===== src/sv/lcc_pkg.sv =====
package lcc_pkg;

  localparam int MAP_SIZE  = 1024;
  localparam int ROW_W     = 16;
  localparam int BIT_W     = $clog2(ROW_W);
  localparam int ROWS      = (MAP_SIZE + ROW_W - 1) / ROW_W;
  localparam int ROW_IDX_W = (ROWS > 1) ? $clog2(ROWS) : 1;
  // counter holds 1 .. MAP_SIZE+1
  localparam int CNT_W     = $clog2(MAP_SIZE + 2);
  localparam int RANGE_W   = 12;
  localparam int BYTE_W    = 8;
  localparam int KIND_W    = 2;
  localparam int CMD_W     = 2;
  localparam int IN_DATA_W = 32;
  localparam int CFG_IDX_W = 1;

  localparam logic [BYTE_W-1:0] NEWLINE     = 8'd10;
  localparam logic [BYTE_W-1:0] DELIM_RESET = 8'd9;

  typedef enum logic [CMD_W-1:0] {
    CMD_CLEAR = 2'd0,
    CMD_MARK  = 2'd1,
    CMD_DATA  = 2'd2,
    CMD_END   = 2'd3
  } cmd_e;

  typedef enum logic [KIND_W-1:0] {
    KIND_BYTE      = 2'd0,
    KIND_RANGE_OK  = 2'd1,
    KIND_RANGE_BAD = 2'd2
  } kind_e;

  typedef enum logic [CFG_IDX_W-1:0] {
    REG_CUT_MODE  = 1'd0,
    REG_DELIMITER = 1'd1
  } reg_e;

  typedef enum logic [1:0] {
    MAP_IDLE,
    MAP_READ,
    MAP_WRITE,
    MAP_REFRESH
  } map_state_e;

  // request from the line logic to the selection map
  typedef struct packed {
    logic             clear;
    logic             mark;
    logic [CNT_W-1:0] first_idx;
    logic [CNT_W-1:0] last_idx;
  } map_req_t;

  // selection of the current position and of the one after it
  typedef struct packed {
    logic sel_cur;
    logic sel_next;
  } map_look_t;

  function automatic logic [ROW_IDX_W-1:0] row_of(input logic [CNT_W-1:0] idx);
    logic [CNT_W-1:0] r;
    r = idx >> BIT_W;
    if (r > CNT_W'(ROWS - 1)) begin
      row_of = ROW_IDX_W'(ROWS - 1);
    end else begin
      row_of = r[ROW_IDX_W-1:0];
    end
  endfunction

endpackage


===== src/sv/line_field_char_cutter.sv =====
// Cuts fields or character positions out of each line of a byte stream, like
// the cut utility. Software clears the selection map, marks ranges (first and
// last position, 1 to 1024) and then streams bytes; each accepted item gives
// at most one result. Data bytes, map clears and end-of-stream items are taken
// one per cycle while the output register is free and the map is not busy,
// with their results going to the output register. A mark item returns its
// accept/reject status at once, but a good range then keeps the input stalled
// while each 16-position map row it spans goes through a read-modify-write on
// the map memory, and then for a refresh step. Clearing the map only resets
// the valid flop of each row, so no clearing pass runs after reset.
module line_field_char_cutter import lcc_pkg::*; (
  input  logic                  clk_i,
  input  logic                  rst_ni,
  input  logic                  s_axis_tvalid,
  output logic                  s_axis_tready,
  // range_first[11:0], range_last[23:12], data_byte[31:24]
  input  logic [IN_DATA_W-1:0]  s_axis_tdata,
  // cmd[1:0]
  input  logic [CMD_W-1:0]      s_axis_tuser,
  output logic                  m_axis_tvalid,
  input  logic                  m_axis_tready,
  // out_byte[7:0]
  output logic [BYTE_W-1:0]     m_axis_tdata,
  // out_kind[1:0]
  output logic [KIND_W-1:0]     m_axis_tuser,
  input  logic                  cfg_valid_i,
  output logic                  cfg_ready_o,
  input  logic [CFG_IDX_W-1:0]  cfg_index_i,
  input  logic [BYTE_W-1:0]     cfg_data_i
);

  logic              cut_mode_q;
  logic [BYTE_W-1:0] delim_q;

  logic [CNT_W-1:0]  count_q, count_d, count_inc;
  logic              ne_q, ne_d, ne_tmp;
  logic              open_q, open_d;

  logic              out_valid_q, out_free, in_acc;
  kind_e             out_kind_q, res_kind;
  logic [BYTE_W-1:0] out_byte_q, res_byte;
  logic              res_valid;

  map_req_t          map_req;
  map_look_t         look;
  logic              map_busy;
  logic [CNT_W-1:0]  look_idx;

  cmd_e               cmd;
  logic [RANGE_W-1:0] range_first, range_last, first_m1, last_m1;
  logic [BYTE_W-1:0]  data_byte;
  logic               range_bad;

  assign cmd         = cmd_e'(s_axis_tuser);
  assign range_first = s_axis_tdata[RANGE_W-1:0];
  assign range_last  = s_axis_tdata[2*RANGE_W-1:RANGE_W];
  assign data_byte   = s_axis_tdata[2*RANGE_W+BYTE_W-1:2*RANGE_W];
  assign first_m1    = range_first - 1'b1;
  assign last_m1     = range_last - 1'b1;
  assign range_bad   = (range_first == '0) || (range_last > RANGE_W'(MAP_SIZE))
                       || (range_first > range_last);

  assign out_free      = !out_valid_q || m_axis_tready;
  assign s_axis_tready = out_free && !map_busy;
  assign in_acc        = s_axis_tvalid && s_axis_tready;
  assign cfg_ready_o   = 1'b1;

  // the counter stops one past the map, where nothing is selected
  assign count_inc = (count_q <= CNT_W'(MAP_SIZE)) ? count_q + 1'b1 : count_q;

  always_comb begin
    count_d   = count_q;
    ne_d      = ne_q;
    open_d    = open_q;
    ne_tmp    = ne_q;
    res_valid = 1'b0;
    res_kind  = KIND_BYTE;
    res_byte  = '0;
    map_req   = '0;
    if (in_acc) begin
      case (cmd)
        CMD_CLEAR: begin
          map_req.clear = 1'b1;
        end
        CMD_MARK: begin
          res_valid = 1'b1;
          if (range_bad) begin
            res_kind = KIND_RANGE_BAD;
          end else begin
            res_kind          = KIND_RANGE_OK;
            map_req.mark      = 1'b1;
            map_req.first_idx = CNT_W'(first_m1);
            map_req.last_idx  = CNT_W'(last_m1);
          end
        end
        CMD_END: begin
          count_d = CNT_W'(1);
          ne_d    = 1'b1;
          open_d  = 1'b0;
          if (open_q && !cut_mode_q && (look.sel_cur || !ne_q)) begin
            res_valid = 1'b1;
            res_byte  = NEWLINE;
          end
        end
        CMD_DATA: begin
          if (data_byte == NEWLINE) begin
            count_d   = CNT_W'(1);
            ne_d      = 1'b1;
            open_d    = 1'b0;
            res_valid = 1'b1;
            res_byte  = NEWLINE;
          end else begin
            open_d = 1'b1;
            if (cut_mode_q) begin
              count_d   = count_inc;
              res_valid = look.sel_cur;
              res_byte  = data_byte;
            end else begin
              // entering a selected field counts as output, even if empty
              if (look.sel_cur) ne_tmp = 1'b0;
              ne_d = ne_tmp;
              if (data_byte == delim_q) begin
                count_d = count_inc;
                if (look.sel_next) begin
                  ne_d      = 1'b0;
                  res_valid = !ne_tmp;
                  res_byte  = delim_q;
                end
              end else begin
                res_valid = look.sel_cur;
                res_byte  = data_byte;
              end
            end
          end
        end
        default: ;
      endcase
    end
  end

  assign look_idx = count_d - 1'b1;

  lcc_map u_map (
    .clk_i      (clk_i),
    .rst_ni     (rst_ni),
    .map_req_i  (map_req),
    .look_idx_i (look_idx),
    .look_o     (look),
    .busy_o     (map_busy)
  );

  always_ff @(posedge clk_i or negedge rst_ni) begin
    if (!rst_ni) begin
      cut_mode_q  <= 1'b0;
      delim_q     <= DELIM_RESET;
      count_q     <= CNT_W'(1);
      ne_q        <= 1'b1;
      open_q      <= 1'b0;
      out_valid_q <= 1'b0;
    end else begin
      if (cfg_valid_i && cfg_ready_o) begin
        case (reg_e'(cfg_index_i))
          REG_CUT_MODE:  cut_mode_q <= cfg_data_i[0];
          REG_DELIMITER: delim_q    <= cfg_data_i;
          default: ;
        endcase
      end
      count_q <= count_d;
      ne_q    <= ne_d;
      open_q  <= open_d;
      if (out_free) out_valid_q <= in_acc && res_valid;
    end
  end

  always_ff @(posedge clk_i) begin
    if (in_acc && res_valid) begin
      out_kind_q <= res_kind;
      out_byte_q <= res_byte;
    end
  end

  assign m_axis_tvalid = out_valid_q;
  assign m_axis_tdata  = out_byte_q;
  assign m_axis_tuser  = out_kind_q;

  a_count_range: assert property (@(posedge clk_i) disable iff (!rst_ni)
    (count_q >= CNT_W'(1)) && (count_q <= CNT_W'(MAP_SIZE + 1)))
    else $error("position counter out of range");

  a_closed_line: assert property (@(posedge clk_i) disable iff (!rst_ni)
    !open_q |-> (count_q == CNT_W'(1)) && ne_q)
    else $error("closed line keeps stale position state");

  a_newline_out: assert property (@(posedge clk_i) disable iff (!rst_ni)
    (in_acc && cmd == CMD_DATA && data_byte == NEWLINE) |=>
      (m_axis_tvalid && m_axis_tdata == NEWLINE && m_axis_tuser == KIND_BYTE))
    else $error("newline did not reach the output");

  a_mark_stalls: assert property (@(posedge clk_i) disable iff (!rst_ni)
    (in_acc && cmd == CMD_MARK && !range_bad) |=> (map_busy && !s_axis_tready))
    else $error("good range did not start the map update");

endmodule


===== src/sv/lcc_map.sv =====
module lcc_map import lcc_pkg::*; (
  input  logic             clk_i,
  input  logic             rst_ni,
  input  map_req_t         map_req_i,
  input  logic [CNT_W-1:0] look_idx_i,
  output map_look_t        look_o,
  output logic             busy_o
);

  logic [ROW_W-1:0] mem [ROWS];
  logic [ROWS-1:0]  valid_q;

  map_state_e state_q, state_d;

  logic [ROW_IDX_W-1:0] mark_row_q, last_row_q;
  logic [CNT_W-1:0]     first_q, last_q;
  logic [CNT_W-1:0]     look_idx_q;

  logic [ROW_W-1:0]     rd_a_q, rd_b_q;
  logic [ROW_IDX_W-1:0] addr_a, addr_b;
  logic [ROW_W-1:0]     mask, wr_data;
  logic                 rd_mark, we;

  logic [CNT_W-1:0]     look_nxt_in, look_nxt_q;
  logic [ROW_IDX_W-1:0] row_a, row_b;
  logic [BIT_W-1:0]     bit_a, bit_b;

  // next state
  always_comb begin
    state_d = state_q;
    case (state_q)
      MAP_IDLE: begin
        if (map_req_i.mark) state_d = MAP_READ;
      end
      MAP_READ: begin
        state_d = MAP_WRITE;
      end
      MAP_WRITE: begin
        if (mark_row_q == last_row_q) state_d = MAP_REFRESH;
        else state_d = MAP_READ;
      end
      MAP_REFRESH: begin
        state_d = MAP_IDLE;
      end
      default: state_d = MAP_IDLE;
    endcase
  end

  // outputs of the sequencer
  always_comb begin
    rd_mark = 1'b0;
    we      = 1'b0;
    busy_o  = 1'b1;
    case (state_q)
      MAP_IDLE:    busy_o  = 1'b0;
      MAP_READ:    rd_mark = 1'b1;
      MAP_WRITE:   we      = 1'b1;
      MAP_REFRESH: busy_o  = 1'b1;
      default:     busy_o  = 1'b1;
    endcase
  end

  always_ff @(posedge clk_i or negedge rst_ni) begin
    if (!rst_ni) begin
      state_q    <= MAP_IDLE;
      valid_q    <= '0;
      look_idx_q <= '0;
      mark_row_q <= '0;
      last_row_q <= '0;
      first_q    <= '0;
      last_q     <= '0;
    end else begin
      state_q    <= state_d;
      look_idx_q <= look_idx_i;
      if (map_req_i.clear) begin
        valid_q <= '0;
      end
      if (map_req_i.mark && state_q == MAP_IDLE) begin
        mark_row_q <= row_of(map_req_i.first_idx);
        last_row_q <= row_of(map_req_i.last_idx);
        first_q    <= map_req_i.first_idx;
        last_q     <= map_req_i.last_idx;
      end
      if (we) begin
        valid_q[mark_row_q] <= 1'b1;
        if (mark_row_q != last_row_q) mark_row_q <= mark_row_q + 1'b1;
      end
    end
  end

  // positions of this row that fall inside the range
  always_comb begin
    logic [CNT_W:0] pos;
    for (int j = 0; j < ROW_W; j++) begin
      pos     = ((CNT_W+1)'(mark_row_q) << BIT_W) | (CNT_W+1)'(j);
      mask[j] = (pos >= {1'b0, first_q}) && (pos <= {1'b0, last_q});
    end
  end

  // a row that was cleared reads as all unselected
  assign wr_data = (valid_q[mark_row_q] ? rd_a_q : '0) | mask;

  assign look_nxt_in = look_idx_i + 1'b1;
  assign addr_a      = rd_mark ? mark_row_q : row_of(look_idx_i);
  assign addr_b      = row_of(look_nxt_in);

  always_ff @(posedge clk_i) begin
    if (we) mem[mark_row_q] <= wr_data;
    rd_a_q <= mem[addr_a];
    rd_b_q <= mem[addr_b];
  end

  assign look_nxt_q = look_idx_q + 1'b1;
  assign row_a      = row_of(look_idx_q);
  assign row_b      = row_of(look_nxt_q);
  assign bit_a      = look_idx_q[BIT_W-1:0];
  assign bit_b      = look_nxt_q[BIT_W-1:0];

  assign look_o.sel_cur  = (look_idx_q < CNT_W'(MAP_SIZE)) && valid_q[row_a] && rd_a_q[bit_a];
  assign look_o.sel_next = (look_nxt_q < CNT_W'(MAP_SIZE)) && valid_q[row_b] && rd_b_q[bit_b];

endmodule


===== config.mk =====
export PLATFORM = sky130hd
export DESIGN_NAME = line_field_char_cutter
export DESIGN_NICKNAME = d
export VERILOG_FILES = /design/src/sv/lcc_pkg.sv /design/src/sv/line_field_char_cutter.sv /design/src/sv/lcc_map.sv
export SDC_FILE = /design/constraint.sdc
export NUM_CORES = 2
export LEC_CHECK = 0
export BUFFER_PORTS_ARGS = -buffer_cell sky130_fd_sc_hd__buf_2
export CORE_UTILIZATION = 40
export CTS_CLUSTER_DIAMETER = 80
export CTS_CLUSTER_SIZE = 16
export DETAILED_ROUTE_END_ITERATION = 10
export PLACE_DENSITY = 0.52
export SYNTH_ARGS = -nofsm -noshare
export SYNTH_HDL_FRONTEND = slang
export SYNTH_SLANG_ARGS = --single-unit

===== constraint.sdc =====
create_clock -name clk_i -period 13.4 [get_ports clk_i]
set_clock_uncertainty 0.1 [all_clocks]
set_input_delay 2.68 -clock clk_i [delete_from_list [all_inputs] [get_ports clk_i]]
set_output_delay 2.68 -clock clk_i [all_outputs]
set_load 0.02 [all_outputs]

* Yosys cells after proc, flatten, opt, wreduce, memory -nomap -nowiden
Memories as Yosys holds them, arrays and structs flattened. A register that Yosys moved wholly into a read port is not among the register bits.
Index checks and enable logic that the tools add are counted.
** Word-level totals
- Output and inout port bits :: 13
- Bits in latches :: 0
- Bits in registers :: 144
- Memory bits (writable) :: 1024
- Memories kept :: 1
- Logic and storage cells :: 199
- Input port bits :: 48
- ROM bits :: 0
** Memory list
- u_map.mem :: words 64, width 16, rd ports 2, clocked after Yosys merged registers in 2, wr ports 1, RTL line lcc_map.sv:10 : logic [ROW_W-1:0] mem [ROWS];
** Cells by class
- Multiply operators :: 0
- Multiplexer cells :: 68
- Reduce and logical (&&, ||, !) cells :: 44
- Shifts and indexed selects :: 0
- Equality and inequality tests :: 12
- Order comparisons :: 49
- Div/mod/pow operators :: 0
- Bitwise gates (word level) :: 3
- Add/subtract/negate cells :: 7
** Operators by type and width (number)
- $ge 10x11->1 :: 16
- $le 10x11->1 :: 16
- $mux 64 :: 2
- $or 64x64->64 :: 1
- $mux 6 :: 10
- $mux 11 :: 5
- $mux 23 :: 2
- $gt 7x6->1 const B :: 6
- $add 11x1->11 const B :: 3
- $sub 11x1->11 const B :: 3
- $mux 8 :: 4
- $logic_and 1x1->1 :: 27
- $mux 1 :: 27
- $mux 24 :: 1
- $lt 11x11->1 const B :: 2
- $pmux 11 s2 :: 1
- $lt 6x7->1 const B :: 3
- $bmux 1 s6 :: 3
- $mux 16 :: 1
- $or 16x16->16 :: 1
- $pmux 8 s2 :: 1
- $gt 12x11->1 const B :: 1
- $gt 12x12->1 :: 1
- $logic_not 12->1 :: 1
- 26 further kinds :: 45

* Depth between registers and ports, before layout
- Word-level depth :: 19
- Depth in mapped cells :: 27
- Mapped depth without buffers :: 21

* Modules after synthesis
From an unflattened synthesis, not the netlist that was laid out.
** Second synthesis, totals
- Cell total of the unflattened synthesis :: 5304
- Area total of the unflattened synthesis :: 63556.0 um2
** Modules (own cells, without submodules)
- lcc_map :: seq. area each 34167.8 um2, area an instance 60690.7 um2, instances 1, cells an instance 4971
- line_field_char_cutter :: seq. area each 880.8 um2, area an instance 2865.2 um2, instances 1, cells an instance 333

* Worst setup path before layout
Ideal clock, no wire load.
- Kind :: in2reg
- From :: in s_axis_tdata[24]
- To :: reg u_map.rd_b_q[15] (read register of u_map.mem)
- Setup slack :: 5.762 ns
- Cell stages on the path :: 22
- Setup time :: 0.112 ns
- Required time :: 13.188 ns
- Path buffers :: 4
- Arrival time :: 7.426 ns
- Cell sequence :: nor4bb_1 -> and2_0 -> nand3b_1 -> clkbuf_1 -> nor3_1 -> a32oi_2 -> ha_1 -> o21ai_0 -> or3_1 -> clkbuf_1 -> o21ai_0 -> a211oi_1 -> o21ai_1 -> o31ai_4 -> a21oi_2 -> or2_1 -> buf_2 -> clkbuf_1 -> o221ai_1 -> a31oi_1 -> nor3_1 -> a2111oi_1
** On the way
- Longest elaborated chain between the ends :: 10
- Elaborated cells between the ends (all ways) :: 11
- Those cells by class :: 2 x add/sub; 1 x order compare; 2 x eq/ne; 6 x mux
** RTL lines
- start, declared :: RTL line line_field_char_cutter.sv:17 : input logic [IN_DATA_W-1:0] s_axis_tdata,
- $eq 8x8->1 :: RTL line line_field_char_cutter.sv:122 : if (data_byte == delim_q) begin
- $mux 11 :: RTL line line_field_char_cutter.sv:122
- $mux 11 :: RTL line line_field_char_cutter.sv:114 : if (cut_mode_q) begin
- $mux 11 * :: RTL line line_field_char_cutter.sv:106 : if (data_byte == NEWLINE) begin
- $pmux 11 s2 * :: RTL line line_field_char_cutter.sv:81 : case (cmd)
- $mux 11 * :: RTL line line_field_char_cutter.sv:80 : if (in_acc) begin
- $sub 11x1->11 * :: RTL line line_field_char_cutter.sv:141 : assign look_idx = count_d - 1'b1;
- $add 11x1->11 * :: RTL line lcc_map.sv:103 : assign look_nxt_in = look_idx_i + 1'b1;
- $gt 7x6->1 :: RTL line lcc_pkg.sv:62 : if (r > CNT_W'(ROWS - 1)) begin
- $mux 6 * :: RTL line lcc_pkg.sv:62
- end, declared :: RTL line lcc_map.sv:19 : logic [ROW_W-1:0] rd_a_q, rd_b_q;
Every way passes the cells marked *; elsewhere a longest branch is shown, timed or not.
A chain may end at the register's enable or synchronous reset.

* Worst setup path after layout
- From :: in s_axis_tdata[26]
- To :: reg u_map.rd_a_q[4] (read register of u_map.mem)
** On the way
- Longest elaborated chain between the ends :: 10
- Elaborated cells between the ends (all ways) :: 11
- Those cells by class :: 1 x add/sub; 1 x order compare; 2 x eq/ne; 7 x mux
** RTL lines
- $eq 8x8->1 :: RTL line line_field_char_cutter.sv:122
- $mux 11 :: RTL line line_field_char_cutter.sv:122
- $mux 11 :: RTL line line_field_char_cutter.sv:114
- $mux 11 * :: RTL line line_field_char_cutter.sv:106
- $pmux 11 s2 * :: RTL line line_field_char_cutter.sv:81
- $mux 11 * :: RTL line line_field_char_cutter.sv:80
- $sub 11x1->11 * :: RTL line line_field_char_cutter.sv:141
- $gt 7x6->1 :: RTL line lcc_pkg.sv:62
- $mux 6 * :: RTL line lcc_pkg.sv:62
- $mux 6 * :: RTL line lcc_map.sv:104 : assign addr_a = rd_mark ? mark_row_q : row_of(look_idx_i);
- end, declared :: RTL line lcc_map.sv:19
Marks and branches as above.

==> flow_metrics.tcl <==
set metrics [dict create \
    status "finished clean" \
    die_area_mm2 0.154 \
    cts-root-buf "clkbuf_16" \
    port_buffers 59 \
    gr-total-overflow 0 \
    die_width_um 393 \
    syn-num-nets 5821 \
    r2r_setup_slack_ps 4490 \
    tritoncts "yes" \
    clockBufferDepth 3 \
    worstMarginPinSlew_ps 1400 \
    die_h_um 393 \
    slew_viol_final 0 \
    via_per_inst 6.54 \
    start_kind "input port" \
    synthTopCellsByCount "nand2_1, edfxtp_1, nand3_1, clkbuf_1, a21oi_1" \
    end_kind "flop" \
    cts_sinks 1200 \
    holdCritPathClass "flop to flop" \
    clock_latency_ps 760 \
    drv_cap 0 \
    max-slew-margin-rel_pct 6.13 \
    syn_avg_cell_area_um2 10.7 \
    crit_end "u_map.rd_a_q[4]$_DFF_P_" \
    synth_seq_cells 1200 \
    nets 5630 \
    max_freq_mhz 96.5 \
    htreeDepth 3 \
    fin_crit_ps 10360 \
    clk_pin_slew_worst_paths_ps 70 \
    synthTopCellsByArea "edfxtp_1, nand2_1, dfrtp_1, mux2i_1, nand3_1" \
    std_cell_rows 143 \
    synth_top_cell_area_share_pct 50.8 \
    worst_r2r_endpoint "u_map.rd_a_q[4]$_DFF_P_" \
    grt_max_degree 167 \
    hold_viol 0 \
    startpoint "s_axis_tdata[26]" \
    async_reset_ff_share_pct 11.2 \
    netlist_area_mm2 0.0612 \
    post-cts-setup-buffers 0 \
    gp_congestion 0.936 \
    yosys_warnings 0 \
    ff2ff_path_depth 18 \
    synth_edf_count 1034 \
    criticalPathCategory "input port to flop" \
    drive_above_1_share_pct 9.46 \
    io_pins 61 \
    synth_top_area_cell "edfxtp_1" \
    antenna_found_initial 12 \
    gr-usage-all-layers_pct 31.2 \
    cp_data_arrival_time_ps 10830 \
    cp_max_fo 162 \
    layout_worst_path_cycle_share_pct 77.3 \
    wl_per_cell_um 32.1 \
    final_util_pct 44.0 \
    drt-initial-drc-count 6883 \
    synth_cell_type_count 105 \
    finalWirelength_um 245000 \
    initial_utilization_pct 40.3 \
    crit-reg2reg-launch "u_map.state_q[0]$_DFFE_PN0P_" \
    cts_resized 0 \
    grt_first_pass_wirelength_um 348000 \
    fillers 14100 \
    cts-buffers-inserted 93 \
    drcViolationCount 0 \
    finalSetupViolCount 0 \
    synth.most_common_cell "nand2_1" \
    vias 50000 \
    firstDrtPassIters 9 \
    rsz0062_at_grt "false" \
    worstPathRequired_ps 13870 \
    syn_to_final_growth_pct 9.39 \
    coreArea_mm2 0.152 \
    cts_hold_buf 0 \
    ant_nets 0 \
    finalSetupTns_ps 0 \
    ys_seq_area_share_pct 57.3 \
    ys.flop_type "edfxtp_1" \
    synth_cells 5739 \
    grt_pass1_vias 47100 \
    hpwl_um 148000 \
]
## sequential cells by signal, indices dropped and copies added, names as in the netlist, 2 cells and up
signal and count:
u_map.mark_row_q 6, u_map.valid_q 64, u_map.mem 1024, count_q 11, m_axis_tdata 8, u_map.first_q 11, u_map.look_idx_q 11, u_map.rd_b_q 16
u_map.rd_a_q 16, m_axis_tuser 2, delim_q 8, u_map.last_q 11, u_map.state_q 2, u_map.last_row_q 6
## worst min path at each step
| stage | startpoint | to | cells past startpoint |
|---|---|---|---|
| after floorplan | open_q$_DFFE_PN0P_ | open_q$_DFFE_PN0P_ | 2 |
| after global placement | open_q$_DFFE_PN0P_ | open_q$_DFFE_PN0P_ | 2 |
| after detailed placement | open_q$_DFFE_PN0P_ | open_q$_DFFE_PN0P_ | 2 |
| after CTS | open_q$_DFFE_PN0P_ | open_q$_DFFE_PN0P_ | 2 |
| after global routing | u_map.last_row_q[0]$_DFFE_PN0P_ | u_map.last_row_q[0]$_DFFE_PN0P_ | 1 |
| final | open_q$_DFFE_PN0P_ | open_q$_DFFE_PN0P_ | 2 |
## layer usage
layer	GRT usage (%)	up-vias	routed length [um]
li1	-	21300	-
met1	43.2	25300	101000
met2	46.9	2872	108000
met3	7.17	535	25600
met4	13.4	12	11500
met5	0	-	74
## final cells by class
cell class / instances / area (um2) / share of cell area, %
flip-flops and latches: 1200 / 35000 / 52.4
multi-input cells: 4010 / 24700 / 36.9
clock buffers: 136 / 2560 / 3.82
well taps: 2030 / 2540 / 3.80
repair buffers: 181 / 1440 / 2.16
clock inverters: 33 / 362 / 0.541
inverters: 62 / 233 / 0.348
diodes: 3 / 7.51 / 0.0112
## critical path: stages
cell      delay [ps]
buf_2            130
xor2_1           190
nor4_1            90
a21oi_1          910
nor3_1           220
a32oi_2          450
ha_1             320
o21ai_0          150
nor3_1           430
nand4_1          270
nand4b_1         360
and2_1           510
inv_1            600
o31a_2           530
buf_12           560
nand3_1          200
a311oi_1         500
a21oi_1          270
a22oi_1         1050
nand2_1           90
## placed cells by master, fill, tap and decap left out, types with 50 or more instances in the layout
cell | netlist | layout
o21ai_0 | 103 | 93
nand3_1 | 383 | 382
nand2_1 | 1435 | 1431
a21o_1 | 83 | 83
dfrtp_1 | 130 | 130
buf_4 | 18 | 104
and3_1 | 150 | 150
a21oi_1 | 213 | 213
edfxtp_1 | 1034 | 1034
o211ai_1 | 61 | 61
a31oi_1 | 137 | 137
nor2_1 | 179 | 108
o221ai_1 | 60 | 60
inv_1 | 57 | 57
nor3_1 | 67 | 67
buf_2 | 77 | 58
clkbuf_16 | 0 | 95
mux2i_1 | 208 | 208
o22ai_1 | 58 | 57
a311oi_1 | 177 | 177
nor2_4 | 1 | 50
## metrics by stage
stage          area, um2  instances  setup slack [ps]  hold WS [ps]
2_1_floorplan      61200       5739              5760           347
3_3_place_gp       64000       7483              2750           389
3_5_place_dp       64000       7483              2660           371
4_1_cts            66900       7652              3440           388
5_1_grt            66900       7652              2680           433
6_report           66900       7655              3040           385
## cell families after synthesis
| kind of cell | Yosys count | synth area share, % |
|---|---|---|
| compound gates | 1282 | 15.4 |
| buf+inv | 529 | 3.55 |
| simple gates | 2364 | 16.8 |
| flops | 1200 | 57.3 |
| fa+ha+maj | 34 | 0.696 |
| xor+xnor | 51 | 0.730 |
| other cells | 1 | 0.00613 |
| mux | 278 | 5.52 |
Power is left out: the tool's default activity adds up to more than one toggle a clock period on the data nets, which glitch-free logic cannot reach.
